## config.mk

```make
export PLATFORM = sky130hd
export DESIGN_NAME = nearest_k_selector
export DESIGN_NICKNAME = d
export VERILOG_FILES = /design/src/rtl/core/nks_pkg.sv /design/src/rtl/core/nks_front.sv /design/src/rtl/core/nks_queue.sv /design/src/rtl/core/nks_back.sv /design/src/rtl/core/nearest_k_selector.sv
export SDC_FILE = /design/constraint.sdc
export NUM_CORES = 2
export LEC_CHECK = 0
export BUFFER_PORTS_ARGS = -buffer_cell sky130_fd_sc_hd__buf_4
export CORE_UTILIZATION = 40
export DETAILED_ROUTE_END_ITERATION = 6
export GPL_TIMING_DRIVEN = 0
export PLACE_DENSITY = 0.58
export SYNTH_ARGS = -nofsm -noshare
export SYNTH_HDL_FRONTEND = slang
export SYNTH_SLANG_ARGS = --single-unit
```

## constraint.sdc

```tcl
create_clock -name clk -period 7.33 [get_ports clk]
set_clock_uncertainty 0.1 [all_clocks]
set_input_delay 1.466 -clock clk [delete_from_list [all_inputs] [get_ports clk]]
set_output_delay 1.466 -clock clk [all_outputs]
set_load 0.02 [all_outputs]
```

## src/rtl/core/nks_pkg.sv

```systemverilog
// ----------------------------------------------------------------------------
// nks_pkg
// Shared constants, the command word passed from the front to the back and
// the state type of the back-end sequencer.
// ----------------------------------------------------------------------------
package nks_pkg;

    localparam int MAX_KEPT_DEF = 32;
    localparam int KEY_BITS_DEF = 16;
    localparam int KEY_FIELD_W  = 16;
    localparam int DIST_W       = 18;
    localparam int RANK_W       = 5;
    localparam int Q_DEPTH      = 2;

    localparam logic [DIST_W-1:0] RADIUS_RESET = '1;

    // One classified candidate on its way to the sorted list.
    typedef struct packed {
        logic [KEY_FIELD_W-1:0] key;
        logic [DIST_W-1:0]      how_far;
        logic                   ins;
        logic                   last;
    } cmd_t;

    typedef enum logic {
        BK_RUN,
        BK_READ
    } back_state_t;

endpackage

```

## src/rtl/core/nks_front.sv

```systemverilog
// ----------------------------------------------------------------------------
// nks_front
// Holds the radius register, takes candidates and turns each one into a
// command for the back end, dropping those that need no work at all.
// ----------------------------------------------------------------------------
module nks_front #(
    parameter int KEY_BITS = nks_pkg::KEY_BITS_DEF
) (
    input  logic                             clk,
    input  logic                             rst_n,
    input  logic                             in_valid,
    output logic                             in_ready,
    input  logic [nks_pkg::KEY_FIELD_W-1:0]  entry_key,
    input  logic [nks_pkg::DIST_W-1:0]       distance,
    input  logic                             last_candidate,
    input  logic                             cfg_valid,
    output logic                             cfg_ready,
    input  logic [nks_pkg::DIST_W-1:0]       cfg_data,
    output logic                             push_valid,
    input  logic                             push_ready,
    output nks_pkg::cmd_t                    push_cmd
);

    localparam int KF_W  = nks_pkg::KEY_FIELD_W;
    localparam int KEY_W = (KEY_BITS < KF_W) ? KEY_BITS : KF_W;

    logic [nks_pkg::DIST_W-1:0] radius_reg;
    logic [nks_pkg::DIST_W-1:0] radius_next;
    logic                       in_range;

    assign cfg_ready = 1'b1;

    always_comb
    begin
        radius_next = radius_reg;
        if (cfg_valid)
        begin
            radius_next = cfg_data;
        end
    end

    always_ff @(posedge clk or negedge rst_n)
    begin
        if (!rst_n)
        begin
            radius_reg <= nks_pkg::RADIUS_RESET;
        end
        else
        begin
            radius_reg <= radius_next;
        end
    end

    assign in_range = (distance <= radius_reg);

    // A word that is out of range and does not close the run is taken and
    // simply forgotten.
    assign in_ready         = push_ready;
    assign push_valid       = in_valid && (in_range || last_candidate);
    assign push_cmd.key     = KF_W'(entry_key[KEY_W-1:0]);
    assign push_cmd.how_far = distance;
    assign push_cmd.ins     = in_range;
    assign push_cmd.last    = last_candidate;

endmodule

```

## src/rtl/core/nks_queue.sv

```systemverilog
// ----------------------------------------------------------------------------
// nks_queue
// Short first-in first-out queue of commands between the front and the back.
// ----------------------------------------------------------------------------
module nks_queue (
    input  logic          clk,
    input  logic          rst_n,
    input  logic          push_valid,
    output logic          push_ready,
    input  nks_pkg::cmd_t push_cmd,
    output logic          pop_valid,
    input  logic          pop_ready,
    output nks_pkg::cmd_t pop_cmd
);

    localparam int DEPTH = nks_pkg::Q_DEPTH;
    localparam int PTR_W = (DEPTH > 1) ? $clog2(DEPTH) : 1;
    localparam int CNT_W = $clog2(DEPTH + 1);

    nks_pkg::cmd_t    q_reg [DEPTH];
    logic [PTR_W-1:0] wr_ptr_reg;
    logic [PTR_W-1:0] wr_ptr_next;
    logic [PTR_W-1:0] rd_ptr_reg;
    logic [PTR_W-1:0] rd_ptr_next;
    logic [CNT_W-1:0] fill_reg;
    logic [CNT_W-1:0] fill_next;
    logic             do_push;
    logic             do_pop;

    assign push_ready = (fill_reg != CNT_W'(DEPTH));
    assign pop_valid  = (fill_reg != '0);
    assign pop_cmd    = q_reg[rd_ptr_reg];
    assign do_push    = push_valid && push_ready;
    assign do_pop     = pop_valid && pop_ready;

    always_comb
    begin
        wr_ptr_next = wr_ptr_reg;
        rd_ptr_next = rd_ptr_reg;
        fill_next   = fill_reg;
        if (do_push)
        begin
            wr_ptr_next = (wr_ptr_reg == PTR_W'(DEPTH - 1)) ? '0 : wr_ptr_reg + 1'b1;
        end
        if (do_pop)
        begin
            rd_ptr_next = (rd_ptr_reg == PTR_W'(DEPTH - 1)) ? '0 : rd_ptr_reg + 1'b1;
        end
        if (do_push && !do_pop)
        begin
            fill_next = fill_reg + 1'b1;
        end
        else if (do_pop && !do_push)
        begin
            fill_next = fill_reg - 1'b1;
        end
    end

    always_ff @(posedge clk or negedge rst_n)
    begin
        if (!rst_n)
        begin
            wr_ptr_reg <= '0;
            rd_ptr_reg <= '0;
            fill_reg   <= '0;
        end
        else
        begin
            wr_ptr_reg <= wr_ptr_next;
            rd_ptr_reg <= rd_ptr_next;
            fill_reg   <= fill_next;
        end
    end

    always_ff @(posedge clk)
    begin
        if (do_push)
        begin
            q_reg[wr_ptr_reg] <= push_cmd;
        end
    end

endmodule

```

## src/rtl/core/nks_back.sv

```systemverilog
// ----------------------------------------------------------------------------
// nks_back
// Sorted row of cells with a registered insert and the readout sequencer that
// shifts the row out nearest first through the output register.
// ----------------------------------------------------------------------------
module nks_back #(
    parameter int MAX_KEPT = nks_pkg::MAX_KEPT_DEF,
    parameter int KEY_BITS = nks_pkg::KEY_BITS_DEF
) (
    input  logic                             clk,
    input  logic                             rst_n,
    input  logic                             cmd_valid,
    output logic                             cmd_ready,
    input  nks_pkg::cmd_t                    cmd,
    output logic                             out_valid,
    input  logic                             out_ready,
    output logic [nks_pkg::RANK_W-1:0]       rank,
    output logic [nks_pkg::KEY_FIELD_W-1:0]  kept_key,
    output logic [nks_pkg::DIST_W-1:0]       kept_distance,
    output logic                             list_empty,
    output logic                             last_of_run
);

    localparam int KF_W  = nks_pkg::KEY_FIELD_W;
    localparam int DW    = nks_pkg::DIST_W;
    localparam int RW    = nks_pkg::RANK_W;
    localparam int KEY_W = (KEY_BITS < KF_W) ? KEY_BITS : KF_W;
    localparam int CNT_W = $clog2(MAX_KEPT + 1);

    nks_pkg::back_state_t state_reg;
    nks_pkg::back_state_t state_next;

    logic [KEY_W-1:0] key_reg   [MAX_KEPT];
    logic [KEY_W-1:0] key_next  [MAX_KEPT];
    logic [DW-1:0]    dist_reg  [MAX_KEPT];
    logic [DW-1:0]    dist_next [MAX_KEPT];
    logic [CNT_W-1:0] count_reg;
    logic [CNT_W-1:0] count_next;
    logic [RW-1:0]    rank_reg;
    logic [RW-1:0]    rank_next;

    logic             out_valid_reg;
    logic             out_valid_next;
    logic [RW-1:0]    out_rank_reg;
    logic [RW-1:0]    out_rank_next;
    logic [KF_W-1:0]  out_key_reg;
    logic [KF_W-1:0]  out_key_next;
    logic [DW-1:0]    out_dist_reg;
    logic [DW-1:0]    out_dist_next;
    logic             out_empty_reg;
    logic             out_empty_next;
    logic             out_last_reg;
    logic             out_last_next;

    logic [MAX_KEPT-1:0] le;
    logic [KEY_W-1:0]    new_key;
    logic                slot_free;
    logic                sorted_ok;

    assign new_key   = cmd.key[KEY_W-1:0];
    assign slot_free = !out_valid_reg || out_ready;

    // Each occupied cell holding a distance no greater than the newcomer's
    // stays put; the list is sorted, so these cells form a prefix.
    always_comb
    begin
        for (int i = 0; i < MAX_KEPT; i++)
        begin
            le[i] = (CNT_W'(i) < count_reg) && (dist_reg[i] <= cmd.how_far);
        end
    end

    always_comb
    begin
        state_next     = state_reg;
        count_next     = count_reg;
        rank_next      = rank_reg;
        key_next       = key_reg;
        dist_next      = dist_reg;
        cmd_ready      = 1'b0;
        out_valid_next = out_valid_reg && !out_ready;
        out_rank_next  = out_rank_reg;
        out_key_next   = out_key_reg;
        out_dist_next  = out_dist_reg;
        out_empty_next = out_empty_reg;
        out_last_next  = out_last_reg;

        unique case (state_reg)
            nks_pkg::BK_RUN:
            begin
                cmd_ready = 1'b1;
                if (cmd_valid)
                begin
                    if (cmd.ins && !le[MAX_KEPT-1])
                    begin
                        if (!le[0])
                        begin
                            key_next[0]  = new_key;
                            dist_next[0] = cmd.how_far;
                        end
                        for (int i = 1; i < MAX_KEPT; i++)
                        begin
                            if (!le[i])
                            begin
                                key_next[i]  = le[i-1] ? new_key     : key_reg[i-1];
                                dist_next[i] = le[i-1] ? cmd.how_far : dist_reg[i-1];
                            end
                        end
                        if (count_reg != CNT_W'(MAX_KEPT))
                        begin
                            count_next = count_reg + 1'b1;
                        end
                    end
                    if (cmd.last)
                    begin
                        state_next = nks_pkg::BK_READ;
                        rank_next  = '0;
                    end
                end
            end
            nks_pkg::BK_READ:
            begin
                if (slot_free)
                begin
                    out_valid_next = 1'b1;
                    if (count_reg == '0)
                    begin
                        out_rank_next  = '0;
                        out_key_next   = '0;
                        out_dist_next  = '0;
                        out_empty_next = 1'b1;
                        out_last_next  = 1'b1;
                        state_next     = nks_pkg::BK_RUN;
                    end
                    else
                    begin
                        out_rank_next  = rank_reg;
                        out_key_next   = KF_W'(key_reg[0]);
                        out_dist_next  = dist_reg[0];
                        out_empty_next = 1'b0;
                        out_last_next  = (count_reg == CNT_W'(1));
                        for (int i = 0; i < MAX_KEPT - 1; i++)
                        begin
                            key_next[i]  = key_reg[i+1];
                            dist_next[i] = dist_reg[i+1];
                        end
                        count_next = count_reg - 1'b1;
                        rank_next  = rank_reg + 1'b1;
                        if (count_reg == CNT_W'(1))
                        begin
                            state_next = nks_pkg::BK_RUN;
                        end
                    end
                end
            end
        endcase
    end

    always_ff @(posedge clk or negedge rst_n)
    begin
        if (!rst_n)
        begin
            state_reg     <= nks_pkg::BK_RUN;
            count_reg     <= '0;
            rank_reg      <= '0;
            out_valid_reg <= 1'b0;
        end
        else
        begin
            state_reg     <= state_next;
            count_reg     <= count_next;
            rank_reg      <= rank_next;
            out_valid_reg <= out_valid_next;
        end
    end

    always_ff @(posedge clk)
    begin
        key_reg       <= key_next;
        dist_reg      <= dist_next;
        out_rank_reg  <= out_rank_next;
        out_key_reg   <= out_key_next;
        out_dist_reg  <= out_dist_next;
        out_empty_reg <= out_empty_next;
        out_last_reg  <= out_last_next;
    end

    assign out_valid     = out_valid_reg;
    assign rank          = out_rank_reg;
    assign kept_key      = out_key_reg;
    assign kept_distance = out_dist_reg;
    assign list_empty    = out_empty_reg;
    assign last_of_run   = out_last_reg;

    always_comb
    begin
        sorted_ok = 1'b1;
        for (int i = 1; i < MAX_KEPT; i++)
        begin
            if ((CNT_W'(i) < count_reg) && (dist_reg[i-1] > dist_reg[i]))
            begin
                sorted_ok = 1'b0;
            end
        end
    end

    a_count_bound: assert property (@(posedge clk) disable iff (!rst_n)
        count_reg <= CNT_W'(MAX_KEPT))
        else $error("kept count exceeds the list length");

    a_list_sorted: assert property (@(posedge clk) disable iff (!rst_n)
        sorted_ok)
        else $error("kept entries are out of distance order");

    a_read_holds_queue: assert property (@(posedge clk) disable iff (!rst_n)
        (state_reg == nks_pkg::BK_READ) |-> !cmd_ready)
        else $error("command taken during readout");

    a_empty_result: assert property (@(posedge clk) disable iff (!rst_n)
        (out_valid_reg && out_empty_reg) |-> (out_last_reg && (out_dist_reg == '0)))
        else $error("empty result not flagged last or not zeroed");

    a_read_ends: assert property (@(posedge clk) disable iff (!rst_n)
        (state_reg == nks_pkg::BK_READ && slot_free && count_reg == CNT_W'(1))
        |=> (state_reg == nks_pkg::BK_RUN && count_reg == '0))
        else $error("readout did not end after its final word");

endmodule

```

## src/rtl/core/nearest_k_selector.sv

```systemverilog
// ----------------------------------------------------------------------------
// nearest_k_selector
// Keeps the MAX_KEPT nearest candidates of a run and reads them out nearest
// first when the run closes.
// ----------------------------------------------------------------------------
// Candidates arrive as words on the input channel, one per cycle while the
// two-entry command queue has room. A candidate farther than the radius
// register is dropped at the front unless it closes the run; every other one
// is inserted into the row of sorted cells unless the row is full and holds
// nothing farther, so a run of ordinary candidates streams at one word per
// cycle. A word with last_candidate set is inserted first if it qualifies
// and then starts the readout: the row is shifted out through the output
// register, one result word per cycle while the consumer keeps out_ready
// high, giving n words for n kept entries or a single word flagged list_empty
// when nothing was kept. During that readout the back end takes no commands;
// the front still accepts up to two further words into the queue. Entries of
// equal distance leave in arrival order. The radius register is written
// through the cfg channel and should only be changed while the block is idle.
// ----------------------------------------------------------------------------
module nearest_k_selector #(
    parameter int MAX_KEPT = nks_pkg::MAX_KEPT_DEF,
    parameter int KEY_BITS = nks_pkg::KEY_BITS_DEF
) (
    input  logic                             clk,
    input  logic                             rst_n,
    input  logic                             cfg_valid,
    output logic                             cfg_ready,
    input  logic [nks_pkg::DIST_W-1:0]       cfg_data,
    input  logic                             in_valid,
    output logic                             in_ready,
    input  logic [nks_pkg::KEY_FIELD_W-1:0]  entry_key,
    input  logic [nks_pkg::DIST_W-1:0]       distance,
    input  logic                             last_candidate,
    output logic                             out_valid,
    input  logic                             out_ready,
    output logic [nks_pkg::RANK_W-1:0]       rank,
    output logic [nks_pkg::KEY_FIELD_W-1:0]  kept_key,
    output logic [nks_pkg::DIST_W-1:0]       kept_distance,
    output logic                             list_empty,
    output logic                             last_of_run
);

    // Commands from the front into the queue.
    logic          push_valid;
    logic          push_ready;
    nks_pkg::cmd_t push_cmd;

    // Commands from the queue into the sorted row.
    logic          pop_valid;
    logic          pop_ready;
    nks_pkg::cmd_t pop_cmd;

    // The front owns the radius register and decides, per word, whether the
    // back end has anything to do with it.
    nks_front #(
        .KEY_BITS (KEY_BITS)
    ) u_front (
        .clk            (clk),
        .rst_n          (rst_n),
        .in_valid       (in_valid),
        .in_ready       (in_ready),
        .entry_key      (entry_key),
        .distance       (distance),
        .last_candidate (last_candidate),
        .cfg_valid      (cfg_valid),
        .cfg_ready      (cfg_ready),
        .cfg_data       (cfg_data),
        .push_valid     (push_valid),
        .push_ready     (push_ready),
        .push_cmd       (push_cmd)
    );

    // The queue lets the front keep accepting while a readout is under way.
    nks_queue u_queue (
        .clk        (clk),
        .rst_n      (rst_n),
        .push_valid (push_valid),
        .push_ready (push_ready),
        .push_cmd   (push_cmd),
        .pop_valid  (pop_valid),
        .pop_ready  (pop_ready),
        .pop_cmd    (pop_cmd)
    );

    // The back end holds the sorted row and drives the result channel from
    // its own output register.
    nks_back #(
        .MAX_KEPT (MAX_KEPT),
        .KEY_BITS (KEY_BITS)
    ) u_back (
        .clk           (clk),
        .rst_n         (rst_n),
        .cmd_valid     (pop_valid),
        .cmd_ready     (pop_ready),
        .cmd           (pop_cmd),
        .out_valid     (out_valid),
        .out_ready     (out_ready),
        .rank          (rank),
        .kept_key      (kept_key),
        .kept_distance (kept_distance),
        .list_empty    (list_empty),
        .last_of_run   (last_of_run)
    );

endmodule
```

# After elaboration in Yosys (flattened, before gate mapping)

Memory sizes are Yosys's and may differ from the RTL's.
Index checks and enable logic that the tools add are counted.

Flip-flop bits (word level): 1164
Bits in latches: 0
Bits in writable memories: 72
ROM bits: 0
Input bits: 58
Output and inout bits: 44
Word-level logic and storage cells: 439
Memories kept: 1

$add $sub $neg: 7
Multipliers: 0
Div/mod/pow operators: 0
Magnitude comparators: 65
Eq/ne operators: 40
Shifts and indexed selects: 0
Mux-type cells: 163
Bitwise logic cells: 2
Reduce and logical (&&, ||, !) cells: 84

Memory list:

| name          | words | bits a word | rd ports | clocked after memory_dff | wr ports | line            | source |
|---|---|---|---|---|---|---|---|
| u_queue.q_reg | 2     | 36          | 1        | 0                        | 1        | nks_queue.sv:20 | `nks_pkg::cmd_t q_reg [DEPTH];` |

Operators with widths:

| operator            | count |
|---|---|
| $mux 576            | 2 |
| $mux 18             | 63 |
| $mux 558            | 2 |
| $pmux 558 s2        | 1 |
| $mux 512            | 2 |
| $mux 16             | 63 |
| $mux 496            | 2 |
| $pmux 496 s2        | 1 |
| $le 18x18->1        | 33 |
| $reduce_and 5->1    | 32 |
| $lt 5x6->1 const A  | 16 |
| $ne 2x2->1 const B  | 36 |
| $lt 4x6->1 const A  | 8 |
| $logic_and 1x1->1   | 39 |
| $mux 6              | 5 |
| $lt 3x6->1 const A  | 4 |
| $mux 5              | 4 |
| $mux 1              | 13 |
| $lt 1x6->1 const A  | 2 |
| $lt 2x6->1 const A  | 2 |
| $pmux 6 s2          | 1 |
| $pmux 5 s2          | 1 |
| $reduce_and 4->1    | 2 |
| $add 6x1->6 const B | 1 |
| other kinds (16)    | 26 |

# Longest topological paths before layout

Word-level depth: 8
Gate-level depth with buffers: 17
Mapped depth without buffers: 12

# Hierarchy

Synthesis repeated with hierarchy kept, for this count alone.

Cell total of the unflattened synthesis: 6822
Area total of the unflattened synthesis: 74677.9 um^2

Modules (own cells, without submodules):

| module    | instances | cells each | area an instance (um^2) | seq. area each (um^2) |
|---|---|---|---|---|
| nks_back  | 1         | 6528       | 70312.4                 | 34227.8 |
| nks_queue | 1         | 130        | 2941.6                  | 2262.2 |
| nks_front | 1         | 164        | 1423.9                  | 473.0 |

# Least setup slack after synthesis

Ideal clock, no wire load.

Kind: flip-flop to flip-flop
From: reg u_queue.rd_ptr_reg
To: reg u_back.dist_reg[180] in the netlist's numbering, enable pin
Arrival time: 5.907 ns
Data required time: 6.758 ns
Path slack: 0.851 ns
Stages on the path, launching flop included: 15
Path buffers: 5
Period minus slack after synthesis: 6.479 ns
Path through: dfrtp_1 buf_2 buf_1 mux2_2 clkbuf_1 inv_1 ha_1 and4_1 or3b_1 o31ai_1 a31oi_2 nand2_2 buf_2 clkbuf_1 o21ai_0

Cells in the longest elaborated chain, start to end: 7
Elaborated cells on any way between the ends: 10
Classes of those cells: 2 x order compare; 2 x eq/ne; 5 x reduce/logical; 1 x memory

Ends and longest elaborated chain:

| element                               | line            | source |
|---|---|---|
| start: declaration                    | nks_queue.sv:23 | `logic [PTR_W-1:0] rd_ptr_reg;` |
| start signal: assignment              | nks_queue.sv:70 | `rd_ptr_reg <= rd_ptr_next;` |
| $mem_v2 2x36 (*)                      | --              |  |
| $le 18x18->1                          | nks_back.sv:69  | `le[i] = (CNT_W'(i) < count_reg) && (dist_reg[i] <= cmd.how_far);` |
| $logic_and 1x1->1                     | nks_back.sv:69  |  |
| $logic_not 1->1                       | nks_back.sv:94  | `if (cmd.ins && !le[MAX_KEPT-1])` |
| $logic_and 1x1->1                     | nks_back.sv:94  |  |
| $ne 2x1->1 (no source line)           | --              |  |
| $reduce_and 5->1 (no source line) (*) | --              |  |
| end signal: assignment                | nks_back.sv:180 | `dist_reg <= dist_next;` |
| end: declaration                      | nks_back.sv:35  | `logic [DW-1:0] dist_reg [MAX_KEPT];` |

Every way passes the cells marked *; elsewhere a longest branch is shown, timed or not.
A chain may end at the register's enable or synchronous reset.

# Worst setup path after layout

From: reg u_queue.rd_ptr_reg
To: reg u_back.dist_reg[244] in the netlist's numbering, enable pin

Same word-level chain as after synthesis.

==> metrics.md <==
| Metric | Value |
|---|---|
| CTS clk-pin slew, worst paths | `60 ps` |
| Crit path arrival time | `7290 ps` |
| Boundary pin count | `102` |
| Ys Warns | `0` |
| Syn nets | `7,866` |
| Required time worst endpoint | `7660 ps` |
| Area Growth Syn to Fin | `13.3%` |
| Final hold viol count | `0` |
| Class of the worst hold path | `register to register` |
| Asr flop ratio synth | `under 10%` |
| Setup TNS Final | `0 ps` |
| Global Route Usage Sum | `29.6%` |
| Max Cap Violations | `2` |
| First-pass GRT wire length | `403,000 um` |
| Slew margin rel. | `-6.82%` |
| Deepest clock path buffer count | `3` |
| Mapped Avg Cell Area | `10.1 um^2` |
| DRC viols | `0` |
| Largest net degree at the start of global routing | `44` |
| Slew Viols, Final | `15` |
| Drt wl/cell | `between 20 and 30 um` |
| Crit-path max FO | `34` |
| Top cells by area, synth | `edfxtp_1, ha_1, nand2_1` |
| Worst slew pin tran | `1600 ps` |
| Final WL | `281,000 um` |
| Most frequent cells in the layout | `nand2_1, edfxtp_1, o21ai_0` |
| Reg area | `37,000 um^2` |
| Worst R2R Path Depth | `15` |
| Status | `complete, but fails checks` |
| Crit path capture type | `register` |
| RSZ-0062 raised after global routing | `no` |
| Die Y | `430 um` |
| Layout cells sized above 1 | `9.41%` |
| Post-route minimum period | `approximately 7000 ps` |
| CP Capture Point | `u_back.dist_reg[244]` |
| Post-route setup slack | `366 ps` |
| Most common flop cell mapped by yosys | `edfxtp_1` |
| Placement Setup Slack | `-99.6 ps` |
| Core Area | `181,000 um^2` |
| Worst setup SP type | `register` |
| Final nets | `8,158` |
| Commonest non-fill, non-tap cell in the layout | `nand2_1` |
| Initial DRC count | `7,406` |
| Failing checks | `capacitance limit, slew limit` |
| Register-to-register path setup slack | `370 ps` |
| Cell Area, Synth | `around 73,000 um^2` |
| Largest register FFs | `576` |
| Number of core rows | `156` |
| Max Clk Rate | `144 MHz` |
| H-tree levels | `4` |
| Reg2reg start | `u_queue.rd_ptr_reg` |
| # setup viols final | `0` |
| RR Endpoint | `u_back.dist_reg[244]` |
| Crit path from | `u_queue.rd_ptr_reg` |
| Vias in the first global route | `60,600` |
| Synth top area share | `49.3%` |
| Post-Syn Instances | `7,209` |
| Seq/Total Area, Yosys | `50.5%` |
| Routed vias | `61,200` |
| Number of synthesized flops with an enable pin | `1,201` |
| Total gr overflow | `0` |
| Port Buffers | `99` |
| Die area | `185,000 um^2` |
| Starting Density | `40.4%` |
| Initial antenna violation count | `8` |
| Via density | `6.13` |
| Filler cells | `17,100` |
| Post-CTS Setup Inserts | `0` |
| TritonRoute pass-1 iters | `7` |
| Final period utilization | `a little over nine tenths` |
| CTS Sinks | `approximately 1,200` |
| Dpl hpwl | `221,000 um` |
| Cell taking the most area after synthesis | `edfxtp_1` |
| Multi-input logic area | `33,400 um^2` |
| Routability cong. | `1.01` |
| Num CTS Buffers | `144` |
| Die W | `430 um` |
| Final ANT Viol Nets | `0` |
| Register bit total from synthesis | `1,236` |
| Setup CP Type | `register to register` |
| Cell variety after synth | `74` |
| Root buf cell | `clkbuf_16` |
| TritonCTS clock tree | `built` |
| Clock latency on the worst-skew pair | `about 800 ps` |
==> what timing repair did <==
item / 4_1_cts / 5_1_grt
setup endpoints to repair: 139 / 0
hold buffers: 0 / 0
hold endpoints to repair: 0 / 0
gates resized for setup: 0 / 0
==> critical path: stages (launching register included) <==
cell      delay [ps]
dfrtp_1          350
buf_2            200
mux2_2           400
clkbuf_1        1190
inv_2            490
buf_12           330
ha_1             330
nand4_1          110
or2_2            370
inv_1             70
o41ai_1           60
a21oi_1          630
clkbuf_1         520
buf_1            530
nand2_1          130
nand2_2          720
==> synthesized netlist by cell type (92+ instances only) <==
| cell | count |
|---|---|
| nand2_1 | 1210 |
| edfxtp_1 | 1201 |
| o21ai_0 | 873 |
| ha_1 | 599 |
| nor2_1 | 448 |
| nand3_1 | 421 |
| o211ai_1 | 366 |
| clkbuf_1 | 343 |
| mux2i_1 | 272 |
| o21ai_1 | 224 |
| a21oi_1 | 177 |
| a21o_1 | 124 |
| buf_2 | 124 |
| inv_1 | 114 |
| nor2b_1 | 96 |
| nand4_1 | 92 |
==> cell type report <==
type / instances / share of cell area [%]
Antenna cell: 5 / 0.0151
Buffer: 555 / 3.28
Timing Repair Buffer: 149 / 2.34
Tap cell: 2370 / 3.58
Multi-Input combinational cell: 5300 / 40.3
Inverter: 115 / 0.521
Sequential cell: 1236 / 44.6
Clock inverter: 68 / 0.686
Clock buffer: 196 / 4.71
==> routing by layer <==
layer  track usage (%)  vias to the layer above  part of all wire [%]  routed length (um)
met5                 0                        -                 0.013                  36
met4              16.3                        4                   5.9               16500
met3              5.54                      720                   8.8               24800
met2              48.2                     3393                    46              130000
met1              37.0                    29800                    39              109000
li1                  -                    27400                     -                   -
==> cell families after synthesis <==
kind of cell	Yosys count	synth area share, %
AO/OA/AOI/OAI	1934	15.6
XOR/XNOR	14	0.168
adder cells (fa/ha/maj)	599	10.2
buffers and inverters	673	4.30
flip-flops	1236	50.5
multiplexers	343	4.81
other	1	0.00513
AND/OR/NAND/NOR	2409	14.3
==> worst min-delay path by stage <==
| stage | to | startpoint | slack, ps | cells past startpoint |
|---|---|---|---|---|
| after floorplan | u_queue.wr_ptr_reg | u_queue.wr_ptr_reg | 360 | 1 |
| after global placement | u_queue.wr_ptr_reg | u_queue.wr_ptr_reg | 370 | 1 |
| after detailed placement | u_front.radius_reg[4] | u_front.radius_reg[4] | 400 | 2 |
| after CTS | u_front.radius_reg[4] | u_front.radius_reg[4] | 410 | 2 |
| after global routing | u_queue.fill_reg[1] | u_queue.fill_reg[1] | 420 | 1 |
| final | u_queue.fill_reg[1] | u_queue.fill_reg[1] | 400 | 1 |
==> per-stage QoR <==
stage	utilization, %	cells	area [um^2]	hold WS [ps]
final	45.7	9994	82900	403
after global routing	45.7	9989	82800	421
after CTS	45.7	9988	82800	406
after detailed placement	43.3	9727	78400	396
after global placement	42.4	9678	76900	371
after floorplan	-	7209	73200	355
Power is left out: the tool's default activity adds up to more than one toggle a clock period on the data nets, which glitch-free logic cannot reach.
